$ cat src/rtl/gf2n_arith_unit_defines.svh
// assertion macros for the gf2n arithmetic unit
`ifndef GF2N_ARITH_UNIT_DEFINES_SVH
`define GF2N_ARITH_UNIT_DEFINES_SVH

// consequent must hold in the same cycle
`define GFA_ASSERT_NOW(lbl, ante, cons, msg) \
  lbl: assert property (@(posedge clk_i) disable iff (!rst_ni) (ante) |-> (cons)) \
    else $error(msg);

// consequent must hold in the following cycle
`define GFA_ASSERT_NEXT(lbl, ante, cons, msg) \
  lbl: assert property (@(posedge clk_i) disable iff (!rst_ni) (ante) |=> (cons)) \
    else $error(msg);

`endif

$ cat src/rtl/gfa_pkg.sv
package gfa_pkg;

  // field geometry
  localparam int FIELD_DEGREE = 8;
  localparam int ELEM_W       = FIELD_DEGREE;
  localparam int WIDE_W       = FIELD_DEGREE + 1;
  localparam int POLY_W       = 9;
  localparam int EXP_W        = 32;
  localparam int KIND_W       = 3;
  localparam int CNT_W        = (FIELD_DEGREE > 1) ? $clog2(FIELD_DEGREE) : 1;

  localparam logic [CNT_W-1:0]  CNT_LAST   = CNT_W'(FIELD_DEGREE - 1);
  localparam logic [POLY_W-1:0] POLY_RESET = 9'd283;
  // exponent for inversion: 2^n - 2
  localparam logic [EXP_W-1:0]  INV_EXP    = EXP_W'((64'd1 << FIELD_DEGREE) - 64'd2);
  localparam logic [WIDE_W-1:0] WIDE_ONE   = WIDE_W'(1);

  // operation codes
  typedef enum logic [KIND_W-1:0] {
    KIND_ADD = 3'd0,
    KIND_MUL = 3'd1,
    KIND_DIV = 3'd2,
    KIND_POW = 3'd3,
    KIND_INV = 3'd4
  } kind_e;

  // sequencer states
  typedef enum logic [2:0] {
    ST_IDLE,
    ST_POW_TEST,
    ST_POW_RUN,
    ST_MUL_LOAD,
    ST_MUL_RUN
  } state_e;

  // control for the bit-serial multipliers
  typedef struct packed {
    logic load;
    logic step;
  } mul_ctrl_t;

endpackage

$ cat src/rtl/gfa_mul.sv
module gfa_mul (
  input  logic                            clk_i,
  input  gfa_pkg::mul_ctrl_t              ctrl_i,
  input  logic [gfa_pkg::WIDE_W-1:0]      poly_i,
  input  logic [gfa_pkg::WIDE_W-1:0]      a_i,
  input  logic [gfa_pkg::ELEM_W-1:0]      b_i,
  output logic [gfa_pkg::WIDE_W-1:0]      prod_o
);

  logic [gfa_pkg::WIDE_W-1:0] part_q, part_d, part_shl;
  logic [gfa_pkg::ELEM_W-1:0] bsh_q;
  logic [gfa_pkg::WIDE_W-1:0] prod_q, prod_d;

  // one bit of b per cycle while step is high: add partial, then shift and reduce
  always_comb begin
    part_shl = {part_q[gfa_pkg::WIDE_W-2:0], 1'b0};
    part_d   = part_shl[gfa_pkg::WIDE_W-1] ? (part_shl ^ poly_i) : part_shl;
    prod_d   = bsh_q[0] ? (prod_q ^ part_q) : prod_q;
  end

  // shift registers
  always_ff @(posedge clk_i) begin
    if (ctrl_i.load) begin
      part_q <= a_i;
      bsh_q  <= b_i;
      prod_q <= '0;
    end else if (ctrl_i.step) begin
      part_q <= part_d;
      bsh_q  <= bsh_q >> 1;
      prod_q <= prod_d;
    end
  end

  // product including the bit taken in this cycle
  assign prod_o = prod_d;

endmodule

$ cat src/rtl/gf2n_arith_unit.sv
// channel   | direction | signals                                      | handshake
// ----------+-----------+----------------------------------------------+-----------------------
// command   | in        | kind_i operand_a_i operand_b_i exponent_i    | start_i high, busy_o low
// result    | out       | result_o                                     | result_valid_o, 1 cycle
// config    | in        | cfg_reduction_poly_i                         | cfg_valid_i, cfg_ready_o
//
// add and unused kinds: result in the cycle after the command word
// multiply: a load state, then a run state; each field multiply steps one bit of b per cycle
// power: test and run states for each exponent bit up to its top set bit, then a last test
// inverse: a power with exponent 2^n - 2; divide: inverse plus one multiply
// reset clears the sequencer and loads the polynomial 0x11b; no clearing pass
// results cannot be stalled; busy_o holds commands off while an operation runs
`include "gf2n_arith_unit_defines.svh"

module gf2n_arith_unit (
  input  logic                            clk_i,
  input  logic                            rst_ni,
  input  logic                            start_i,
  output logic                            busy_o,
  input  logic [gfa_pkg::KIND_W-1:0]      kind_i,
  input  logic [gfa_pkg::ELEM_W-1:0]      operand_a_i,
  input  logic [gfa_pkg::ELEM_W-1:0]      operand_b_i,
  input  logic [gfa_pkg::EXP_W-1:0]       exponent_i,
  output logic                            result_valid_o,
  output logic [gfa_pkg::ELEM_W-1:0]      result_o,
  input  logic                            cfg_valid_i,
  output logic                            cfg_ready_o,
  input  logic [gfa_pkg::POLY_W-1:0]      cfg_reduction_poly_i
);

  gfa_pkg::state_e state_q, state_d;
  gfa_pkg::mul_ctrl_t mul_ctrl;

  logic [gfa_pkg::POLY_W-1:0] poly_q;
  logic [gfa_pkg::CNT_W-1:0]  cnt_q;
  logic                       div_q;
  logic [gfa_pkg::WIDE_W-1:0] opa_q, acc_q, base_q;
  logic [gfa_pkg::EXP_W-1:0]  exp_q;
  logic [gfa_pkg::ELEM_W-1:0] result_q;
  logic                       valid_q;

  logic                       accept, last, exp_zero;
  logic                       pow_upd, fin_pow, fin_mul;
  logic [gfa_pkg::WIDE_W-1:0] m1_a, m1_prod, m2_prod;
  logic [gfa_pkg::ELEM_W-1:0] m1_b;
  logic                       add_acc, mul_acc, mul_end, pow_run, res_idle;

  assign busy_o      = (state_q != gfa_pkg::ST_IDLE);
  assign cfg_ready_o = !busy_o;
  assign accept      = start_i && !busy_o;
  assign last        = (cnt_q == '0);
  assign exp_zero    = (exp_q == '0);

  // polynomial register
  always_ff @(posedge clk_i or negedge rst_ni) begin
    if (!rst_ni) begin
      poly_q <= gfa_pkg::POLY_RESET;
    end else if (cfg_valid_i && cfg_ready_o) begin
      poly_q <= cfg_reduction_poly_i;
    end
  end

  // next state
  always_comb begin
    state_d = state_q;
    case (state_q)
      gfa_pkg::ST_IDLE: begin
        if (start_i) begin
          case (kind_i)
            gfa_pkg::KIND_MUL: state_d = gfa_pkg::ST_MUL_LOAD;
            gfa_pkg::KIND_DIV,
            gfa_pkg::KIND_POW,
            gfa_pkg::KIND_INV: state_d = gfa_pkg::ST_POW_TEST;
            default:           state_d = gfa_pkg::ST_IDLE;
          endcase
        end
      end
      gfa_pkg::ST_POW_TEST: begin
        if (!exp_zero) begin
          state_d = gfa_pkg::ST_POW_RUN;
        end else if (div_q) begin
          state_d = gfa_pkg::ST_MUL_LOAD;
        end else begin
          state_d = gfa_pkg::ST_IDLE;
        end
      end
      gfa_pkg::ST_POW_RUN: begin
        if (last) state_d = gfa_pkg::ST_POW_TEST;
      end
      gfa_pkg::ST_MUL_LOAD: state_d = gfa_pkg::ST_MUL_RUN;
      gfa_pkg::ST_MUL_RUN: begin
        if (last) state_d = gfa_pkg::ST_IDLE;
      end
      default: state_d = gfa_pkg::ST_IDLE;
    endcase
  end

  // sequencer outputs
  always_comb begin
    mul_ctrl.load = 1'b0;
    mul_ctrl.step = 1'b0;
    pow_upd       = 1'b0;
    fin_pow       = 1'b0;
    fin_mul       = 1'b0;
    case (state_q)
      gfa_pkg::ST_POW_TEST: begin
        mul_ctrl.load = !exp_zero;
        fin_pow       = exp_zero && !div_q;
      end
      gfa_pkg::ST_POW_RUN: begin
        mul_ctrl.step = 1'b1;
        pow_upd       = last;
      end
      gfa_pkg::ST_MUL_LOAD: mul_ctrl.load = 1'b1;
      gfa_pkg::ST_MUL_RUN: begin
        mul_ctrl.step = 1'b1;
        fin_mul       = last;
      end
      default: ;
    endcase
  end

  always_ff @(posedge clk_i or negedge rst_ni) begin
    if (!rst_ni) begin
      state_q <= gfa_pkg::ST_IDLE;
      cnt_q   <= '0;
      div_q   <= 1'b0;
    end else begin
      state_q <= state_d;
      if (mul_ctrl.load) begin
        cnt_q <= gfa_pkg::CNT_LAST;
      end else if (mul_ctrl.step) begin
        cnt_q <= cnt_q - 1'b1;
      end
      if (accept) div_q <= (kind_i == gfa_pkg::KIND_DIV);
    end
  end

  // multiplier operands: acc*base in power steps, a*acc for the final multiply
  assign m1_a = (state_q == gfa_pkg::ST_MUL_LOAD) ? opa_q : acc_q;
  assign m1_b = (state_q == gfa_pkg::ST_MUL_LOAD) ? acc_q[gfa_pkg::ELEM_W-1:0]
                                                  : base_q[gfa_pkg::ELEM_W-1:0];

  gfa_mul u_mul_acc (
    .clk_i  (clk_i),
    .ctrl_i (mul_ctrl),
    .poly_i (poly_q[gfa_pkg::WIDE_W-1:0]),
    .a_i    (m1_a),
    .b_i    (m1_b),
    .prod_o (m1_prod)
  );

  // squaring unit runs alongside
  gfa_mul u_mul_sq (
    .clk_i  (clk_i),
    .ctrl_i (mul_ctrl),
    .poly_i (poly_q[gfa_pkg::WIDE_W-1:0]),
    .a_i    (base_q),
    .b_i    (base_q[gfa_pkg::ELEM_W-1:0]),
    .prod_o (m2_prod)
  );

  // operand and power registers
  always_ff @(posedge clk_i) begin
    if (accept) begin
      opa_q <= {1'b0, operand_a_i};
      exp_q <= exponent_i;
      case (kind_i)
        gfa_pkg::KIND_MUL: begin
          acc_q <= {1'b0, operand_b_i};
        end
        gfa_pkg::KIND_DIV: begin
          acc_q  <= gfa_pkg::WIDE_ONE;
          base_q <= {1'b0, operand_b_i};
          exp_q  <= gfa_pkg::INV_EXP;
        end
        gfa_pkg::KIND_INV: begin
          acc_q  <= gfa_pkg::WIDE_ONE;
          base_q <= {1'b0, operand_a_i};
          exp_q  <= gfa_pkg::INV_EXP;
        end
        default: begin
          acc_q  <= gfa_pkg::WIDE_ONE;
          base_q <= {1'b0, operand_a_i};
        end
      endcase
    end else if (pow_upd) begin
      if (exp_q[0]) acc_q <= m1_prod;
      base_q <= m2_prod;
      exp_q  <= exp_q >> 1;
    end
  end

  // result word
  always_ff @(posedge clk_i) begin
    if (accept) begin
      result_q <= (kind_i == gfa_pkg::KIND_ADD) ? (operand_a_i ^ operand_b_i) : '0;
    end else if (fin_pow) begin
      result_q <= acc_q[gfa_pkg::ELEM_W-1:0];
    end else if (fin_mul) begin
      result_q <= m1_prod[gfa_pkg::ELEM_W-1:0];
    end
  end

  // result strobe
  always_ff @(posedge clk_i or negedge rst_ni) begin
    if (!rst_ni) begin
      valid_q <= 1'b0;
    end else begin
      valid_q <= fin_pow || fin_mul ||
                 (accept && (state_d == gfa_pkg::ST_IDLE));
    end
  end

  assign result_o       = result_q;
  assign result_valid_o = valid_q;

  // terms for the checks
  assign add_acc  = accept && (kind_i == gfa_pkg::KIND_ADD);
  assign mul_acc  = accept && (kind_i == gfa_pkg::KIND_MUL);
  assign mul_end  = (state_q == gfa_pkg::ST_MUL_RUN) && last;
  assign pow_run  = (state_q == gfa_pkg::ST_POW_RUN);
  assign res_idle = result_valid_o && !busy_o;

  // checks
  `GFA_ASSERT_NEXT(a_add_one_cycle, add_acc, res_idle, "add did not finish in one cycle")
  `GFA_ASSERT_NEXT(a_mul_busy, mul_acc, busy_o && !result_valid_o, "multiply did not start")
  `GFA_ASSERT_NOW(a_pow_exp_live, pow_run, !exp_zero, "power step with zero exponent")
  `GFA_ASSERT_NEXT(a_mul_done, mul_end, res_idle, "multiply end without result")

endmodule
$ cat config.mk
export PLATFORM = sky130hd
export DESIGN_NAME = gf2n_arith_unit
export DESIGN_NICKNAME = d
export VERILOG_FILES = /design/src/rtl/gfa_pkg.sv /design/src/rtl/gfa_mul.sv /design/src/rtl/gf2n_arith_unit.sv
export VERILOG_INCLUDE_DIRS = /design/src /design/src/rtl
export SDC_FILE = /design/constraint.sdc
export NUM_CORES = 1
export LEC_CHECK = 0
export ABC_CLOCK_PERIOD_IN_PS = 2950
export BUFFER_PORTS_ARGS = -buffer_cell sky130_fd_sc_hd__buf_2
export CAP_MARGIN = 10
export CORE_ASPECT_RATIO = 1.4
export CORE_MARGIN = 2
export CORE_UTILIZATION = 25
export DETAILED_ROUTE_END_ITERATION = 8
export HOLD_SLACK_MARGIN = 0.05
export PLACE_DENSITY_LB_ADDON = 0.1
export SLEW_MARGIN = 10
export SYNTH_ARGS = -nofsm -noshare
export SYNTH_HDL_FRONTEND = slang
export SYNTH_SLANG_ARGS = --single-unit
$ cat constraint.sdc
create_clock -name clk_i -period 2.95 [get_ports clk_i]
set_input_delay 0.885 -clock clk_i [delete_from_list [all_inputs] [get_ports clk_i]]
set_output_delay 0.885 -clock clk_i [all_outputs]
set_load 0.02 [all_outputs]
==> qor.yml <==
run_status:
  status: "finished, final reports clean"
timing:
  fin_ws_ns: 0.276
  fin_crit_sh: 0.906
  period_minus_slack_ns: 2.67
  tightest_slew_ns: 0.836
  timing.hold.ws_ns: 0.391
  setup_tns_ns: 0
  setup_violations: 0
  fmax_ghz: 0.374
  rsz0062_at_grt: "no"
  maxSlewViolCount: 0
  finalHoldViolations: 0
  maxSlewHeadroom: 0.442
  clock_skew_ns: 0.00747
clock_tree:
  cts_buffer_depth: 2
  cts-buffers-inserted: 17
  cts_tree: "done"
  h-tree-depth: 4
  worstSkewPairLatency_ns: 0.41
  post-cts-setup-buffers: 0
  cts_resized: 0
  clk_pin_slew_ns: 0.05
  cts_root_buf: "clkbuf_16"
  cts_hold_buf: 0
  clock-sinks: 128
critical_path:
  critPathCaptureType: "output port"
  arrival_ns: 1.79
  crit_fanout: 16
  critPathLaunch: "state_q[0]"
  r2r-start: "exp_q[11]"
  required_ns: 2.07
  criticalPathCategory: "register to output port"
  critPathLaunchType: "register"
  r2r_slack_ns: 0.36
layout:
  fillers: 2637
  drive_gt1_frac: 0.238
  layout_common_cells: "edfxtp_1 (96), buf_2 (73), nand2_1 (68), xor2_1 (33), nor2_1 (33)"
  syn_to_final_growth_pct: 20.1
  multi_input_area_sq_um: 2530
  finish.utilization: 0.304
  final_nets: 682
  diodes: 0
  seqCellArea_sq_um: 3610
  final_common_cell: "edfxtp_1"
floorplanning:
  num_rows: 69
  core-area_sq_um: 25200
  die_area_sq_um: 26800
  dieWidth_microns: 139
  chipHeight_microns: 193
  initial_core_util: 0.253
  ioPinCount: 75
yosys:
  yosysWarnings: 0
  ys_ff_latch: 128
  ys_seq_area_frac: 0.566
  synth_fa_ha_area_frac: 0.00392
  synth_ff_type: "edfxtp_1"
  synth_top_family_by_area: "simple AND/OR/NAND/NOR gates"
  synth_edf_count: 96
  yosysTopAreaCell: "edfxtp_1"
  synthArstFlopShare: 0.125
  ys_types: 58
  synth_xor_xnor_area_share: 0.0700
  yosys.area_share.simple: 0.142
  yosysTopAreaCellShare: 0.452
  syn_inst: 540
  synth_nets: 606
  yosys-mux-area-fraction: 0.0467
  synth.area.top_cells: "edfxtp_1 (45%), dfxtp_1 (5.0%), dfrtp_1 (4.7%)"
  synth-compound-area-share: 0.135
  syn_area_per_cell_sq_um: 11.8
  synthesis.area_sq_um: 6380
drt:
  drt-met1-wl_microns: 8330
  drc: 0
  first_iter_violations: 222
  via_count: 4533
  ant_nets: 0
  vias_per_cell: 4.78
  wl_microns: 20000
  wl_met2_microns: 10300
  firstDrtPassIters: 4
  met3_length_microns: 664
  post_drt_wl_per_cell_microns: 21.1
  top_layer: "met4"
grt:
  grt_start_max_net_pins: 43
  gr-total-overflow: 0
  antenna_found_initial: 0
  grtUsageTotal: 0.155
  grt_pass1_vias: 4818
  grt_pass1_wl_microns: 30700
job:
  drv_cap: 0
worst_hold_path:
  hold_class: "input port to asynchronous set/reset pin"
pwr:
  p_per_area_nw_per_um2: 1260
  leakagePower_uw: 0.00290
  peakVddDrop_mv: 0.451
placement:
  preCtsSetupSlack_ns: 0.197
  port_buffers: 73
  dp_hpwl_microns: 14300
  gp_congestion: 0.810
-- area by class of cell --
cell class	count	share of cell area
clock inverters	7	0.00474
multi-input cells	359	0.331
well taps	319	0.0521
flip-flops and latches	128	0.471
inverters	14	0.00686
repair buffers	96	0.0719
clock buffers	25	0.0621
-- synth_stat cells (all sizes together), types with 5 or more instances --
cell type / instances
buf: 23
a22o: 25
a221oi: 5
a21oi: 8
clkbuf: 16
xor2: 33
nand4b: 15
edfxtp: 96
dfrtp: 12
mux2: 22
xnor2: 18
o22a: 7
mux2i: 5
nand3b: 7
o21ai: 9
a21bo: 7
nor2: 34
dfxtp: 16
nand2: 68
a31oi: 16
o211ai: 14
nor4: 17
and2: 5
inv: 14
a21o: 8
-- report_power, final --
group          switching (uW)  internal, uW  leakage (uW)
Clock                     775          1110      0.000252
Sequential                789          3350       0.00124
Combinational            2140          1490       0.00141
-- sequential cells by signal, indices dropped and copies added (netlist names), 3 cells and up --
name              flops
u_mul_acc.bsh_q       8
state_q               3
cnt_q                 3
u_mul_sq.prod_q       8
poly_q                8
u_mul_acc.part_q      8
u_mul_sq.bsh_q        8
opa_q                 8
result_o              8
u_mul_acc.prod_q      8
u_mul_sq.part_q       8
exp_q                32
base_q                8
acc_q                 8
-- stage by stage --
step / total power, uW / std cells / instance area (sq um)
2_1_floorplan: 6420 / 540 / 6380
3_3_place_gp: 7800 / 916 / 7150
3_5_place_dp: 7890 / 916 / 7150
4_1_cts: 9830 / 948 / 7660
5_1_grt: 10300 / 948 / 7660
6_report: 9660 / 948 / 7660
-- path summary, 6_finish.rpt --
| kind | to | cells after the start |
|---|---|---|
| worst max-delay path | cfg_ready_o | 4 |
| worst min-delay path | div_q | 1 |
| worst max register to register | u_mul_sq.bsh_q[5] | 5 |
| worst min register to register | cnt_q[1] | 2 |
| max in group asynchronous | poly_q[3] | 1 |
| min in group clk_i | cnt_q[1] | 2 |
-- routing by layer --
layer  global-route usage  up-vias
met5                    0        -
met4               0.0680        0
met3               0.0296       29
met2                0.278       99
met1                0.180     2239
li1                     -     2166
-- critical path, cell delays in order (launching register included) --
cell and delay (ns):
dfrtp_1 0.51, buf_4 0.26, or3_1 0.36, inv_1 0.08
buf_2 0.16
-- logic make-up after synthesis --
kind of cell | count (synthesis)
adders and majority gates | 2
AOI/OAI and AO/OA | 111
DFF | 128
buffers and inverters | 53
xor gates and xnor gates | 51
and+or+nand+nor | 168
muxes | 27
Note: power is estimated with default switching activity, not from simulation.
